<file path="src/rtl/rno_pkg.sv">
// shared types, codes and calendar helpers for the next-occurrence core
// no dependencies; used by every module in rtl/
package rno_pkg;

    // recurrence rule codes
    typedef enum logic [1:0] {
        RULE_NONE    = 2'd0,
        RULE_DAILY   = 2'd1,
        RULE_WEEKLY  = 2'd2,
        RULE_MONTHLY = 2'd3
    } t_rule;

    localparam logic [13:0] MAX_YEAR    = 14'd9999;
    localparam logic [26:0] MS_PER_DAY  = 27'd86400000;
    localparam logic [10:0] RECIP_25    = 11'd1311;   // 2^15 / 25, rounded up
    localparam logic [14:0] WK_BIAS     = 15'd168;    // multiple of 7, keeps the sum positive

    // one side of a query after the first stage
    typedef struct packed {
        logic [13:0] y;
        logic [3:0]  m;
        logic [4:0]  d;
        logic [26:0] ms;
        logic [7:0]  q100;
        logic [5:0]  q400;
    } t_side;

    typedef struct packed {
        logic        ok_pre;
        t_rule       rule;
        logic        later;
        logic        mon_after;
        logic        tod_gt;
        t_side       s;
        t_side       a;
    } t_p1;

    typedef struct packed {
        logic        found;
        t_rule       rule;
        logic        later;
        logic        tod_gt;
        logic [13:0] sy;
        logic [3:0]  sm;
        logic [4:0]  sd;
        logic [26:0] sms;
        logic [13:0] ay;
        logic [3:0]  am;
        logic [4:0]  ad;
        logic [4:0]  ml_a;
        logic        leap_a;
        logic [14:0] wk_s;
        logic [14:0] wk_a;
        logic        mon_adv;
    } t_p2;

    typedef struct packed {
        logic        found;
        t_rule       rule;
        logic        later;
        logic [13:0] sy;
        logic [3:0]  sm;
        logic [4:0]  sd;
        logic [26:0] sms;
        logic [13:0] ay;
        logic [3:0]  am;
        logic [4:0]  ad;
        logic [4:0]  ml_a;
        logic        leap_a;
        logic [3:0]  delta;
        logic [13:0] ty;
        logic [3:0]  tm;
        logic        yr_inc;
    } t_p3;

    typedef struct packed {
        logic        found;
        logic [13:0] y;
        logic [3:0]  m;
        logic [4:0]  d;
        logic [26:0] ms;
    } t_res;

    // days in month, zero for a month code outside 1..12
    function automatic logic [4:0] month_len(input logic [3:0] m, input logic leap);
        logic [4:0] r;
        case (m)
            4'd1, 4'd3, 4'd5, 4'd7, 4'd8, 4'd10, 4'd12: r = 5'd31;
            4'd4, 4'd6, 4'd9, 4'd11:                    r = 5'd30;
            4'd2:                                       r = leap ? 5'd29 : 5'd28;
            default:                                    r = 5'd0;
        endcase
        return r;
    endfunction

    // days before the first of the month in a common year
    function automatic logic [8:0] cum_days(input logic [3:0] m);
        logic [8:0] r;
        case (m)
            4'd2:    r = 9'd31;
            4'd3:    r = 9'd59;
            4'd4:    r = 9'd90;
            4'd5:    r = 9'd120;
            4'd6:    r = 9'd151;
            4'd7:    r = 9'd181;
            4'd8:    r = 9'd212;
            4'd9:    r = 9'd243;
            4'd10:   r = 9'd273;
            4'd11:   r = 9'd304;
            4'd12:   r = 9'd334;
            default: r = 9'd0;
        endcase
        return r;
    endfunction

    // residue mod 7 by octal digit sum, then a short subtract chain
    function automatic logic [2:0] mod7(input logic [14:0] x);
        logic [5:0] s;
        s = 6'(x[2:0]) + 6'(x[5:3]) + 6'(x[8:6]) + 6'(x[11:9]) + 6'(x[14:12]);
        if (s >= 6'd28) s = s - 6'd28;
        if (s >= 6'd14) s = s - 6'd14;
        if (s >= 6'd7)  s = s - 6'd7;
        return s[2:0];
    endfunction

endpackage

</file>
<file path="src/rtl/rno_front.sv">
// first two pipeline stages: quotients, compares, validation, weekday sums
// depends on rno_pkg
module rno_front (
    input  logic              i_clk,
    input  logic              i_rst_n,
    input  logic              i_en,
    input  logic              i_valid,
    input  logic [1:0]        i_rule,
    input  logic              i_sched_valid,
    input  logic [13:0]       i_sched_year,
    input  logic [3:0]        i_sched_month,
    input  logic [4:0]        i_sched_day,
    input  logic [26:0]       i_sched_msec,
    input  logic              i_after_valid,
    input  logic [13:0]       i_after_year,
    input  logic [3:0]        i_after_month,
    input  logic [4:0]        i_after_day,
    input  logic [26:0]       i_after_msec,
    output logic              o_valid,
    output rno_pkg::t_p2      o_p2
);

    logic          r_v1, r_v2;
    rno_pkg::t_p1  r_p1, n_p1;
    rno_pkg::t_p2  r_p2, n_p2;
    logic [24:0]   s_pq100, a_pq100;
    logic [20:0]   s_pq400, a_pq400;

    // stage 1: year quotients by reciprocal multiply, ordering compares
    always_comb begin
        s_pq100 = 25'(i_sched_year[13:2]) * 25'(rno_pkg::RECIP_25);
        a_pq100 = 25'(i_after_year[13:2]) * 25'(rno_pkg::RECIP_25);
        s_pq400 = 21'(i_sched_year[13:4]) * 21'(rno_pkg::RECIP_25);
        a_pq400 = 21'(i_after_year[13:4]) * 21'(rno_pkg::RECIP_25);
        n_p1.ok_pre    = i_sched_valid && i_after_valid && (i_rule != rno_pkg::RULE_NONE);
        n_p1.rule      = rno_pkg::t_rule'(i_rule);
        n_p1.later     = {i_sched_year, i_sched_month, i_sched_day, i_sched_msec}
                       > {i_after_year, i_after_month, i_after_day, i_after_msec};
        n_p1.mon_after = {i_after_year, i_after_month} > {i_sched_year, i_sched_month};
        n_p1.tod_gt    = i_sched_msec > i_after_msec;
        n_p1.s.y    = i_sched_year;
        n_p1.s.m    = i_sched_month;
        n_p1.s.d    = i_sched_day;
        n_p1.s.ms   = i_sched_msec;
        n_p1.s.q100 = s_pq100[22:15];
        n_p1.s.q400 = s_pq400[20:15];
        n_p1.a.y    = i_after_year;
        n_p1.a.m    = i_after_month;
        n_p1.a.d    = i_after_day;
        n_p1.a.ms   = i_after_msec;
        n_p1.a.q100 = a_pq100[22:15];
        n_p1.a.q400 = a_pq400[20:15];
    end

    // stage 2: leap years, validity, weekday sums, monthly advance decision
    logic        s_leap, a_leap, s_ok, a_ok;
    logic [4:0]  s_ml, a_ml, td;
    logic [14:0] s_wk, a_wk;

    always_comb begin
        s_leap = (r_p1.s.y[1:0] == 2'd0) &&
                 (((14'(r_p1.s.q100) * 14'd100) != r_p1.s.y) || (r_p1.s.q100[1:0] == 2'd0));
        a_leap = (r_p1.a.y[1:0] == 2'd0) &&
                 (((14'(r_p1.a.q100) * 14'd100) != r_p1.a.y) || (r_p1.a.q100[1:0] == 2'd0));
        s_ml = rno_pkg::month_len(r_p1.s.m, s_leap);
        a_ml = rno_pkg::month_len(r_p1.a.m, a_leap);
        s_ok = (r_p1.s.y >= 14'd1) && (r_p1.s.y <= rno_pkg::MAX_YEAR) &&
               (r_p1.s.d >= 5'd1) && (r_p1.s.d <= s_ml) && (r_p1.s.ms < rno_pkg::MS_PER_DAY);
        a_ok = (r_p1.a.y >= 14'd1) && (r_p1.a.y <= rno_pkg::MAX_YEAR) &&
               (r_p1.a.d >= 5'd1) && (r_p1.a.d <= a_ml) && (r_p1.a.ms < rno_pkg::MS_PER_DAY);
        // running day count mod 7 only matters, and 365 is 1 mod 7
        s_wk = 15'(r_p1.s.y) + 15'(r_p1.s.y[13:2]) + 15'(r_p1.s.q400)
             + 15'(rno_pkg::cum_days(r_p1.s.m)) + 15'(r_p1.s.d) + rno_pkg::WK_BIAS
             - 15'(r_p1.s.q100) - 15'(s_leap && (r_p1.s.m <= 4'd2));
        a_wk = 15'(r_p1.a.y) + 15'(r_p1.a.y[13:2]) + 15'(r_p1.a.q400)
             + 15'(rno_pkg::cum_days(r_p1.a.m)) + 15'(r_p1.a.d) + rno_pkg::WK_BIAS
             - 15'(r_p1.a.q100) - 15'(a_leap && (r_p1.a.m <= 4'd2));
        td = (r_p1.s.d > a_ml) ? a_ml : r_p1.s.d;
        n_p2.found   = r_p1.ok_pre && s_ok && a_ok;
        n_p2.rule    = r_p1.rule;
        n_p2.later   = r_p1.later;
        n_p2.tod_gt  = r_p1.tod_gt;
        n_p2.sy      = r_p1.s.y;
        n_p2.sm      = r_p1.s.m;
        n_p2.sd      = r_p1.s.d;
        n_p2.sms     = r_p1.s.ms;
        n_p2.ay      = r_p1.a.y;
        n_p2.am      = r_p1.a.m;
        n_p2.ad      = r_p1.a.d;
        n_p2.ml_a    = a_ml;
        n_p2.leap_a  = a_leap;
        n_p2.wk_s    = s_wk;
        n_p2.wk_a    = a_wk;
        n_p2.mon_adv = !r_p1.mon_after ||
                       !((td > r_p1.a.d) || ((td == r_p1.a.d) && r_p1.tod_gt));
    end

    // stage registers, valid bits cleared by reset
    always_ff @(posedge i_clk) begin
        if (!i_rst_n) begin
            r_v1 <= 1'b0;
            r_v2 <= 1'b0;
        end else if (i_en) begin
            r_v1 <= i_valid;
            r_v2 <= r_v1;
        end
    end

    always_ff @(posedge i_clk) begin
        if (i_en) begin
            r_p1 <= n_p1;
            r_p2 <= n_p2;
        end
    end

    assign o_valid = r_v2;
    assign o_p2    = r_p2;

endmodule

</file>
<file path="src/rtl/rno_back.sv">
// last two pipeline stages: step selection, date advance, saturation, result register
// depends on rno_pkg
module rno_back (
    input  logic              i_clk,
    input  logic              i_rst_n,
    input  logic              i_en,
    input  logic              i_valid,
    input  rno_pkg::t_p2      i_p2,
    output logic              o_valid,
    output rno_pkg::t_res     o_res
);

    logic          r_v3, r_v4;
    rno_pkg::t_p3  r_p3, n_p3;
    rno_pkg::t_res r_res, n_res;
    logic [2:0]    ws, wa;
    logic [3:0]    r7;

    // stage 3: weekday distance, day step, monthly target month
    always_comb begin
        ws = rno_pkg::mod7(i_p2.wk_s);
        wa = rno_pkg::mod7(i_p2.wk_a);
        r7 = 4'(wa) + 4'd7 - 4'(ws);
        if (r7 >= 4'd7) r7 = r7 - 4'd7;
        n_p3.found  = i_p2.found;
        n_p3.rule   = i_p2.rule;
        n_p3.later  = i_p2.later;
        n_p3.sy     = i_p2.sy;
        n_p3.sm     = i_p2.sm;
        n_p3.sd     = i_p2.sd;
        n_p3.sms    = i_p2.sms;
        n_p3.ay     = i_p2.ay;
        n_p3.am     = i_p2.am;
        n_p3.ad     = i_p2.ad;
        n_p3.ml_a   = i_p2.ml_a;
        n_p3.leap_a = i_p2.leap_a;
        if (i_p2.rule == rno_pkg::RULE_WEEKLY) begin
            if (r7 != 4'd0) n_p3.delta = 4'd7 - r7;
            else            n_p3.delta = i_p2.tod_gt ? 4'd0 : 4'd7;
        end else begin
            n_p3.delta = i_p2.tod_gt ? 4'd0 : 4'd1;
        end
        n_p3.ty     = i_p2.ay;
        n_p3.tm     = i_p2.am;
        n_p3.yr_inc = 1'b0;
        if (i_p2.mon_adv) begin
            if (i_p2.am == 4'd12) begin
                n_p3.ty     = i_p2.ay + 14'd1;
                n_p3.tm     = 4'd1;
                n_p3.yr_inc = 1'b1;
            end else begin
                n_p3.tm = i_p2.am + 4'd1;
            end
        end
    end

    // stage 4: add the day step with month and year carry, clamp monthly anchor, saturate past MAX_YEAR
    logic [5:0]  nd;
    logic [13:0] y4;
    logic [3:0]  m4;
    logic [4:0]  d4, tml;

    always_comb begin
        nd  = 6'(r_p3.ad) + 6'(r_p3.delta);
        tml = rno_pkg::month_len(r_p3.tm, r_p3.leap_a && !r_p3.yr_inc);
        if (r_p3.rule == rno_pkg::RULE_MONTHLY) begin
            y4 = r_p3.ty;
            m4 = r_p3.tm;
            d4 = (r_p3.sd > tml) ? tml : r_p3.sd;
        end else if (nd > 6'(r_p3.ml_a)) begin
            d4 = 5'(nd - 6'(r_p3.ml_a));
            if (r_p3.am == 4'd12) begin
                y4 = r_p3.ay + 14'd1;
                m4 = 4'd1;
            end else begin
                y4 = r_p3.ay;
                m4 = r_p3.am + 4'd1;
            end
        end else begin
            y4 = r_p3.ay;
            m4 = r_p3.am;
            d4 = nd[4:0];
        end
        n_res = '0;
        if (r_p3.found) begin
            n_res.found = 1'b1;
            if (r_p3.later) begin
                n_res.y  = r_p3.sy;
                n_res.m  = r_p3.sm;
                n_res.d  = r_p3.sd;
                n_res.ms = r_p3.sms;
            end else if (y4 > rno_pkg::MAX_YEAR) begin
                n_res.y  = rno_pkg::MAX_YEAR;
                n_res.m  = 4'd12;
                n_res.d  = 5'd31;
                n_res.ms = rno_pkg::MS_PER_DAY - 27'd1;
            end else begin
                n_res.y  = y4;
                n_res.m  = m4;
                n_res.d  = d4;
                n_res.ms = r_p3.sms;
            end
        end
    end

    // stage registers, valid bits cleared by reset
    always_ff @(posedge i_clk) begin
        if (!i_rst_n) begin
            r_v3 <= 1'b0;
            r_v4 <= 1'b0;
        end else if (i_en) begin
            r_v3 <= i_valid;
            r_v4 <= r_v3;
        end
    end

    always_ff @(posedge i_clk) begin
        if (i_en) begin
            r_p3  <= n_p3;
            r_res <= n_res;
        end
    end

    assign o_valid = r_v4;
    assign o_res   = r_res;

endmodule

</file>
<file path="src/rtl/recurrence_next_occurrence_core.sv">
// Next occurrence of a daily, weekly or monthly recurring event after a reference
// instant. Four-stage pipeline: one query is accepted every cycle while the output
// is not stalled; its result beat is registered at every stage, last in the output
// register. All stages advance together whenever the output register is empty or
// its beat is taken, so a stalled output holds every stage in place and the input
// is ready whenever the output slot frees up. Each query gives exactly one result beat.
// depends on rno_pkg, rno_front, rno_back
module recurrence_next_occurrence_core (
    input  logic        i_clk,
    input  logic        i_rst_n,
    input  logic        i_valid,
    output logic        o_ready,
    input  logic [1:0]  i_rule,
    input  logic        i_sched_valid,
    input  logic [13:0] i_sched_year,
    input  logic [3:0]  i_sched_month,
    input  logic [4:0]  i_sched_day,
    input  logic [26:0] i_sched_msec,
    input  logic        i_after_valid,
    input  logic [13:0] i_after_year,
    input  logic [3:0]  i_after_month,
    input  logic [4:0]  i_after_day,
    input  logic [26:0] i_after_msec,
    output logic        o_valid,
    input  logic        i_ready,
    output logic        o_found,
    output logic [13:0] o_next_year,
    output logic [3:0]  o_next_month,
    output logic [4:0]  o_next_day,
    output logic [26:0] o_next_msec
);

    logic          en, v2;
    rno_pkg::t_p2  p2;
    rno_pkg::t_res res;

    // pipeline moves when the output slot is free or being drained
    assign en      = !o_valid || i_ready;
    assign o_ready = en;

    rno_front u_front (
        .i_clk         (i_clk),
        .i_rst_n       (i_rst_n),
        .i_en          (en),
        .i_valid       (i_valid),
        .i_rule        (i_rule),
        .i_sched_valid (i_sched_valid),
        .i_sched_year  (i_sched_year),
        .i_sched_month (i_sched_month),
        .i_sched_day   (i_sched_day),
        .i_sched_msec  (i_sched_msec),
        .i_after_valid (i_after_valid),
        .i_after_year  (i_after_year),
        .i_after_month (i_after_month),
        .i_after_day   (i_after_day),
        .i_after_msec  (i_after_msec),
        .o_valid       (v2),
        .o_p2          (p2)
    );

    rno_back u_back (
        .i_clk   (i_clk),
        .i_rst_n (i_rst_n),
        .i_en    (en),
        .i_valid (v2),
        .i_p2    (p2),
        .o_valid (o_valid),
        .o_res   (res)
    );

    assign o_found      = res.found;
    assign o_next_year  = res.y;
    assign o_next_month = res.m;
    assign o_next_day   = res.d;
    assign o_next_msec  = res.ms;

endmodule
</file>
<file path="config.mk">
export PLATFORM = sky130hd
export DESIGN_NAME = recurrence_next_occurrence_core
export DESIGN_NICKNAME = d
export VERILOG_FILES = /design/src/rtl/rno_pkg.sv /design/src/rtl/rno_front.sv /design/src/rtl/rno_back.sv /design/src/rtl/recurrence_next_occurrence_core.sv
export SDC_FILE = /design/constraint.sdc
export NUM_CORES = 2
export LEC_CHECK = 0
export BUFFER_PORTS_ARGS = -buffer_cell sky130_fd_sc_hd__clkbuf_2
export CAP_MARGIN = 20
export CORE_MARGIN = 2
export CORE_UTILIZATION = 50
export CTS_BUF_LIST = sky130_fd_sc_hd__clkbuf_2 sky130_fd_sc_hd__clkbuf_4 sky130_fd_sc_hd__clkbuf_8
export CTS_CLUSTER_DIAMETER = 60
export CTS_CLUSTER_SIZE = 30
export DETAILED_ROUTE_END_ITERATION = 6
export PLACE_DENSITY_LB_ADDON = 0.1
export REMOVE_ABC_BUFFERS = 1
export SLEW_MARGIN = 20
export SYNTH_ARGS = -nofsm -noshare
export SYNTH_HDL_FRONTEND = slang
export SYNTH_HIERARCHICAL = 1
export SYNTH_SLANG_ARGS = --single-unit
</file>
<file path="constraint.sdc">
create_clock -name i_clk -period 12.6 [get_ports i_clk]
set_input_delay 1.26 -clock i_clk [delete_from_list [all_inputs] [get_ports i_clk]]
set_output_delay 1.26 -clock i_clk [all_outputs]
set_load 0.01 [all_outputs]
</file>
# Yosys cells after proc, flatten, opt, wreduce, memory -nomap -nowiden
# Memories as Yosys holds them, arrays and structs flattened. A register that Yosys moved wholly into a read port is not among the register bits.
# Cells that the tools add are included.
[op_classes]
n_lt_le_gt_ge = 27
n_mul = 6
n_eq_ne = 43
reduce_logical = 39
muxes = 36
n_addsub = 38
[ops]
columns = ["operator", "count"]
rows = [
  ["$mux 50", 2],
  ["$eq 4x4->1 const B", 17],
  ["$mux 14", 4],
  ["$lt 27x27->1 const B", 2],
  ["$mux 51", 1],
  ["$gt 50x50->1", 1],
  ["$eq 4x3->1 const B", 12],
  ["$mul 12x11->23 const B", 2],
  ["$pmux 5 s3", 3],
  ["$mul 10x11->21 const B", 2],
  ["$add 6x3->6", 6],
  ["$mux 4", 9],
  ["$add 14x12->15", 2],
  ["$add 15x5->15", 2],
  ["$add 15x6->15", 2],
  ["$add 15x8->15 const B", 2],
  ["$add 15x9->15", 2],
  ["$sub 15x1->15", 2],
  ["$sub 15x8->15", 2],
  ["$add 14x1->14 const B", 2],
  ["$ge 14x1->1 const B", 2],
  ["$le 14x14->1 const B", 2],
  ["$ne 14x14->1", 2],
  ["$gt 27x27->1", 1],
  ["40 further kinds", 105],
]
[totals]
memories = 2
rom_bits = 288
wordCells = 249
in_bits = 108
register_bits = 410
[memory_table]
columns = ["memory", "depth", "word_bits", "rd", "rd_clocked_by_memory_dff", "wr", "line", "text"]
rows = [
  ["(name not given)", 16, 9, 1, 1, 0, "rno_pkg.sv:99", "case (m)"],
  ["(name not given)", 16, 9, 1, 1, 0, "rno_pkg.sv:99", ""],
]

# Logic depth before layout (Yosys ltp)
[logic_depth]
ltp_word = 17
mapped_depth = 32
mapped_depth_nobuf = 31

# Hierarchy
# Netlist, hierarchy kept.
[modules_own_cells]
columns = ["mod", "instances", "cells_each", "area_each_um2"]
rows = [
  ["rno_front", 1, 2024, 23443.7],
  ["rno_back", 1, 737, 8834.7],
  ["recurrence_next_occurrence_core", 1, 1, 6.3],
]

# Worst setup path after synthesis
# Ideal clock, no wire load.
[synth_timing]
kind = "in2reg"
from = "input port i_ready"
to = "register (tool-made name)"
path_stages = 8
setup_time_ns = 0.123
n_path_buf = 2
path_slack_ns = -0.128
arrival_ns = 12.604
required_time_ns = 12.477
cell_sequence = "nand2b_1 > clkbuf_1 > buf_2 > mux2i_1 > inv_1 > ha_1 > a21oi_1 > o21ai_0"
[synth_lines]
columns = ["item", "line", "text"]
rows = [
  ["from (decl)", "recurrence_next_occurrence_core.sv:25", "input logic i_ready,"],
]

==> impl_summary.md <==
Timing
The hold violation total from the final report was 0. The final setup skew is approximately 0.029 ns. After routing, the total negative slack on setup checks comes to 0 ns.

The final setup slack of the worst path is ~4.6 ns. The final clock period utilization by the worst path is between 60% and 70%. After layout, the minimum clock period comes to 7.96 ns. Setup repair after global routing left no endpoint under its margin. At the pin with the least slew margin, the transition time is about 1.0 ns.

The worst pin sits at a relative slew slack of roughly 29%. Setup violations remaining at the end of the flow were counted as 0. The post-route worst hold slack is ~0.42 ns. Static timing analysis puts the maximum clock frequency at between 0.1 and 0.15 GHz.

The count of pins over their slew limit is 0.

Routing
The total wire length is between 70000 and 80000 microns. In this run the remaining antenna-violating nets after routing total 0. In this run, the number of DRC markers left after iteration 0 of detailed routing was around 1200. In the routed design, unresolved DRC markers number 0. Detailed routing inserted a total of 20900 vias. The routed wirelength normalized by instance count is ~19 microns. The number of vias per cell is 5.48. The detailed-router iteration count before antenna repair is 6.

Critical path
Tracing the worst setup path back leads to its startpoint at u_front/o_p2[17]. The maximum net fanout on the critical path is 13. The worst register-to-register path has a setup slack of around 4.6 ns. The type of origin of the critical path is a register. The slowest stage of the critical path is the a2111oi_1 cell. The arrival time of the worst setup path is 8.50 ns.

The worst setup path is of the register to register kind. The worst register-to-register path begins at u_front/o_p2[17]. The worst register-to-register path ends at u_back/r_p3[19].

On the worst path, the slowest cell contributes a delay of ~0.62 ns. Data on the critical path is required at its endpoint by 13.14 ns. Counting cells, the worst reg-to-reg path comes to 28. The worst setup path is captured at a register.

Worst hold path
The end point of the worst hold path is u_back/r_p3[33]. The startpoint identified for the worst hold timing path is u_front/o_p2[41]. The worst hold path stage count is 0.

The type of the worst min-delay path is register to register.

Finish
The most frequent standard cell in the layout excluding fill and tap cells is ha_1. In the layout the commonest cells are ha_1 (558), inv_1 (459), edfxtp_1 (394). The final instance area is around 35000 sq um. The area growth from synthesis to final layout is 8.18%. After the last flow step, the layout net total stands at roughly 3800. Of the cells placed in the final design, the portion with a size suffix greater than 1 is 9.21%.

Floorplanning
The die area is about 67000 sq um. Measured along the y axis, the die boundary spans 258 microns. In this run the core area contains 93 standard-cell rows.

The overall die width is roughly 260 microns. For this configuration, the core starts out at a cell density of around 50%. In this run the count of I/O pins placed on the die edge is 161. The core area is between 60000 and 70000 sq um.

Logic synthesis
The basic-gate share of the synthesized area counting and, or, nand and nor cells is 7.43%. The gate count after technology mapping is approximately 2800. Counting flops with a built-in enable in the synthesized netlist gives 394. The cell area after synthesis is ~32000 sq um. The sequential-to-total area share from yosys stat is about two fifths. The synthesized flop and latch total is between 400 and 500. For this run, the number of Yosys warnings is 6. Of the post-synthesis cell area, the part taken by muxes is 1.33%.

After synthesis, the largest family of logic cells by area is adder cells. The fraction of the mapped netlist area in compound gates is approximately 9.3%. Summing the areas of all xor and xnor instances in the mapped netlist gives approximately 3.4% of the synthesized area. After Yosys synthesis, full adders, half adders and majority gates account for roughly 35% of the synthesized area. The dominant register cell in the synthesized netlist is edfxtp_1.

The average cell area after synthesis is roughly 12 sq um. The fraction of registers with async set or reset after synthesis is 0%. In this run, distinct cell masters in the synthesized netlist total 90.

Placement
OpenSTA, run right after detailed placement, puts the worst setup slack at approximately 4.7 ns. In this run the tool buffered the top-level ports with 160 buffer cells. The placed standard-cell area is around 34000 sq um.

The routability congestion estimate is between 0.8 and 0.9. The placed wire-length estimate is about 58000 microns.

CTS
The number of buffers on the longest clock path is 3. The clock tree from TritonCTS is yes. The root buffer cell chosen for the clock tree is clkbuf_8. Buffers inserted to repair hold after CTS numbered 0. After clock tree synthesis, the repair step resized 0 gates. After clock tree synthesis, the clock-pin slew on the worst setup and hold paths is 0.14 ns. The post-CTS setup-driven buffer insertion count is 0.

The CTS buffer count is 31. Clock latency on the worst-skew pair, taken at its later pin, is 0.68 ns. The H-tree depth reported by CTS is 1. For this design, the sink count on the clock tree is ~420.

GRT
The first global-routing pass estimated 114000 microns of wire. The remaining global-route overflow is 0. The number of global-route vias before repair is 21100. The initial antenna violation count is 4. Global routing used a little over a fifth of the available tracks.

Entering global routing, the biggest net connects ~160 pins.

Status
The flow ran to the end, and the final reports show no timing, DRC or antenna violations.

Run
The max-cap violation count is 0.
## routing by layer
metal  global-route usage (%)  up-vias  share of wire, %
met5                        0        -             0.037
met4                     4.85        4               1.9
met3                     2.05       79               3.6
met2                     37.6      385                49
met1                     29.7    10300                45
li1                         -    10100                 -
## worst max path at each step
stage               slack, ns  cells after the start              end
finish                   4.64                     28  u_back/r_p3[19]
global route             3.99                     28  u_back/r_p3[19]
CTS                      4.68                     28  u_back/r_p3[20]
detailed placement       4.68                     28  u_back/r_p3[21]
global placement         5.17                     25  u_back/r_p3[20]
floorplan               -2.50                      5         register
## synthesized netlist by cell type, types with 5 or more instances
cell,n,share of area (%)
xnor2_1,87,2.4
or4_1,6,0.14
a211oi_1,19,0.44
nand4b_1,5,0.14
dfxtp_1,22,1.4
o31a_1,6,0.16
a32oi_1,7,0.19
inv_1,459,5.3
a21o_1,47,1.1
xor2_1,36,0.98
or3_1,10,0.19
buf_6,5,0.17
a31oi_1,20,0.39
a21oi_1,112,1.7
fa_1,209,13
nor2_1,91,1.1
ha_1,558,22
o21ai_0,88,1.4
nor2b_1,25,0.48
o21a_1,52,1.2
mux2i_1,28,0.87
clkbuf_1,22,0.26
nand3_1,58,0.90
a2111oi_0,6,0.16
mux2_2,12,0.42
o21bai_1,8,0.19
nand2b_1,16,0.31
or2_2,10,0.19
and3_1,22,0.43
o31ai_1,17,0.40
and2_1,17,0.33
nor4_1,16,0.31
edfxtp_1,394,37
nand2_1,110,1.3
nand4_1,38,0.74
o211ai_1,14,0.33
nor3_1,18,0.28
## worst max-delay path, delay by kind of cell, from the launching register on
family                     cells  cell delay, ns
muxes                          1            0.17
adders and majority gates     10            3.89
xor gates and xnor gates       2            0.46
DFF                            1            0.43
AOI/OAI and AO/OA              8            1.55
buffers and inverters          1            0.12
and+or+nand+nor                6            1.22
## flip-flops by register name (all words and copies together) (netlist names), named ones only
name	flops
u_front/o_p2	113
u_back/r_p3	106
u_front/n_p2	77
u_back/o_res	51
u_front/r_p1	47
u_back/o_valid	1
u_back/r_v3	1
u_front/o_valid	1
u_front/r_v1	1
## logic make-up after synthesis
family,Yosys count
buffers and inverters,495
flip-flops,416
multiplexers,41
AO/OA/AOI/OAI,454
AND/OR/NAND/NOR,465
XOR/XNOR,124
adder cells (fa/ha/maj),767
## stage by stage
step                      utilization [%]  std cells
final                                54.5       3811
after global routing                 54.5       3811
after CTS                            54.5       3809
after detailed placement             53.1       3752
after global placement               53.1       3752
after floorplan                         -       2728
## cell type report
class                   instances  area (sq um)
well taps                     855          1070
multi-input cells            1851         18100
flip-flops and latches        416         12300
clock inverters                25           413
clock buffers                  32           434
inverters                     461          1730
fillers                      5564         29200
repair buffers                169           881
diodes                          2          5.00
Power is left out: the tool's default activity adds up to more than one toggle a clock period on the data nets, which glitch-free logic cannot reach.
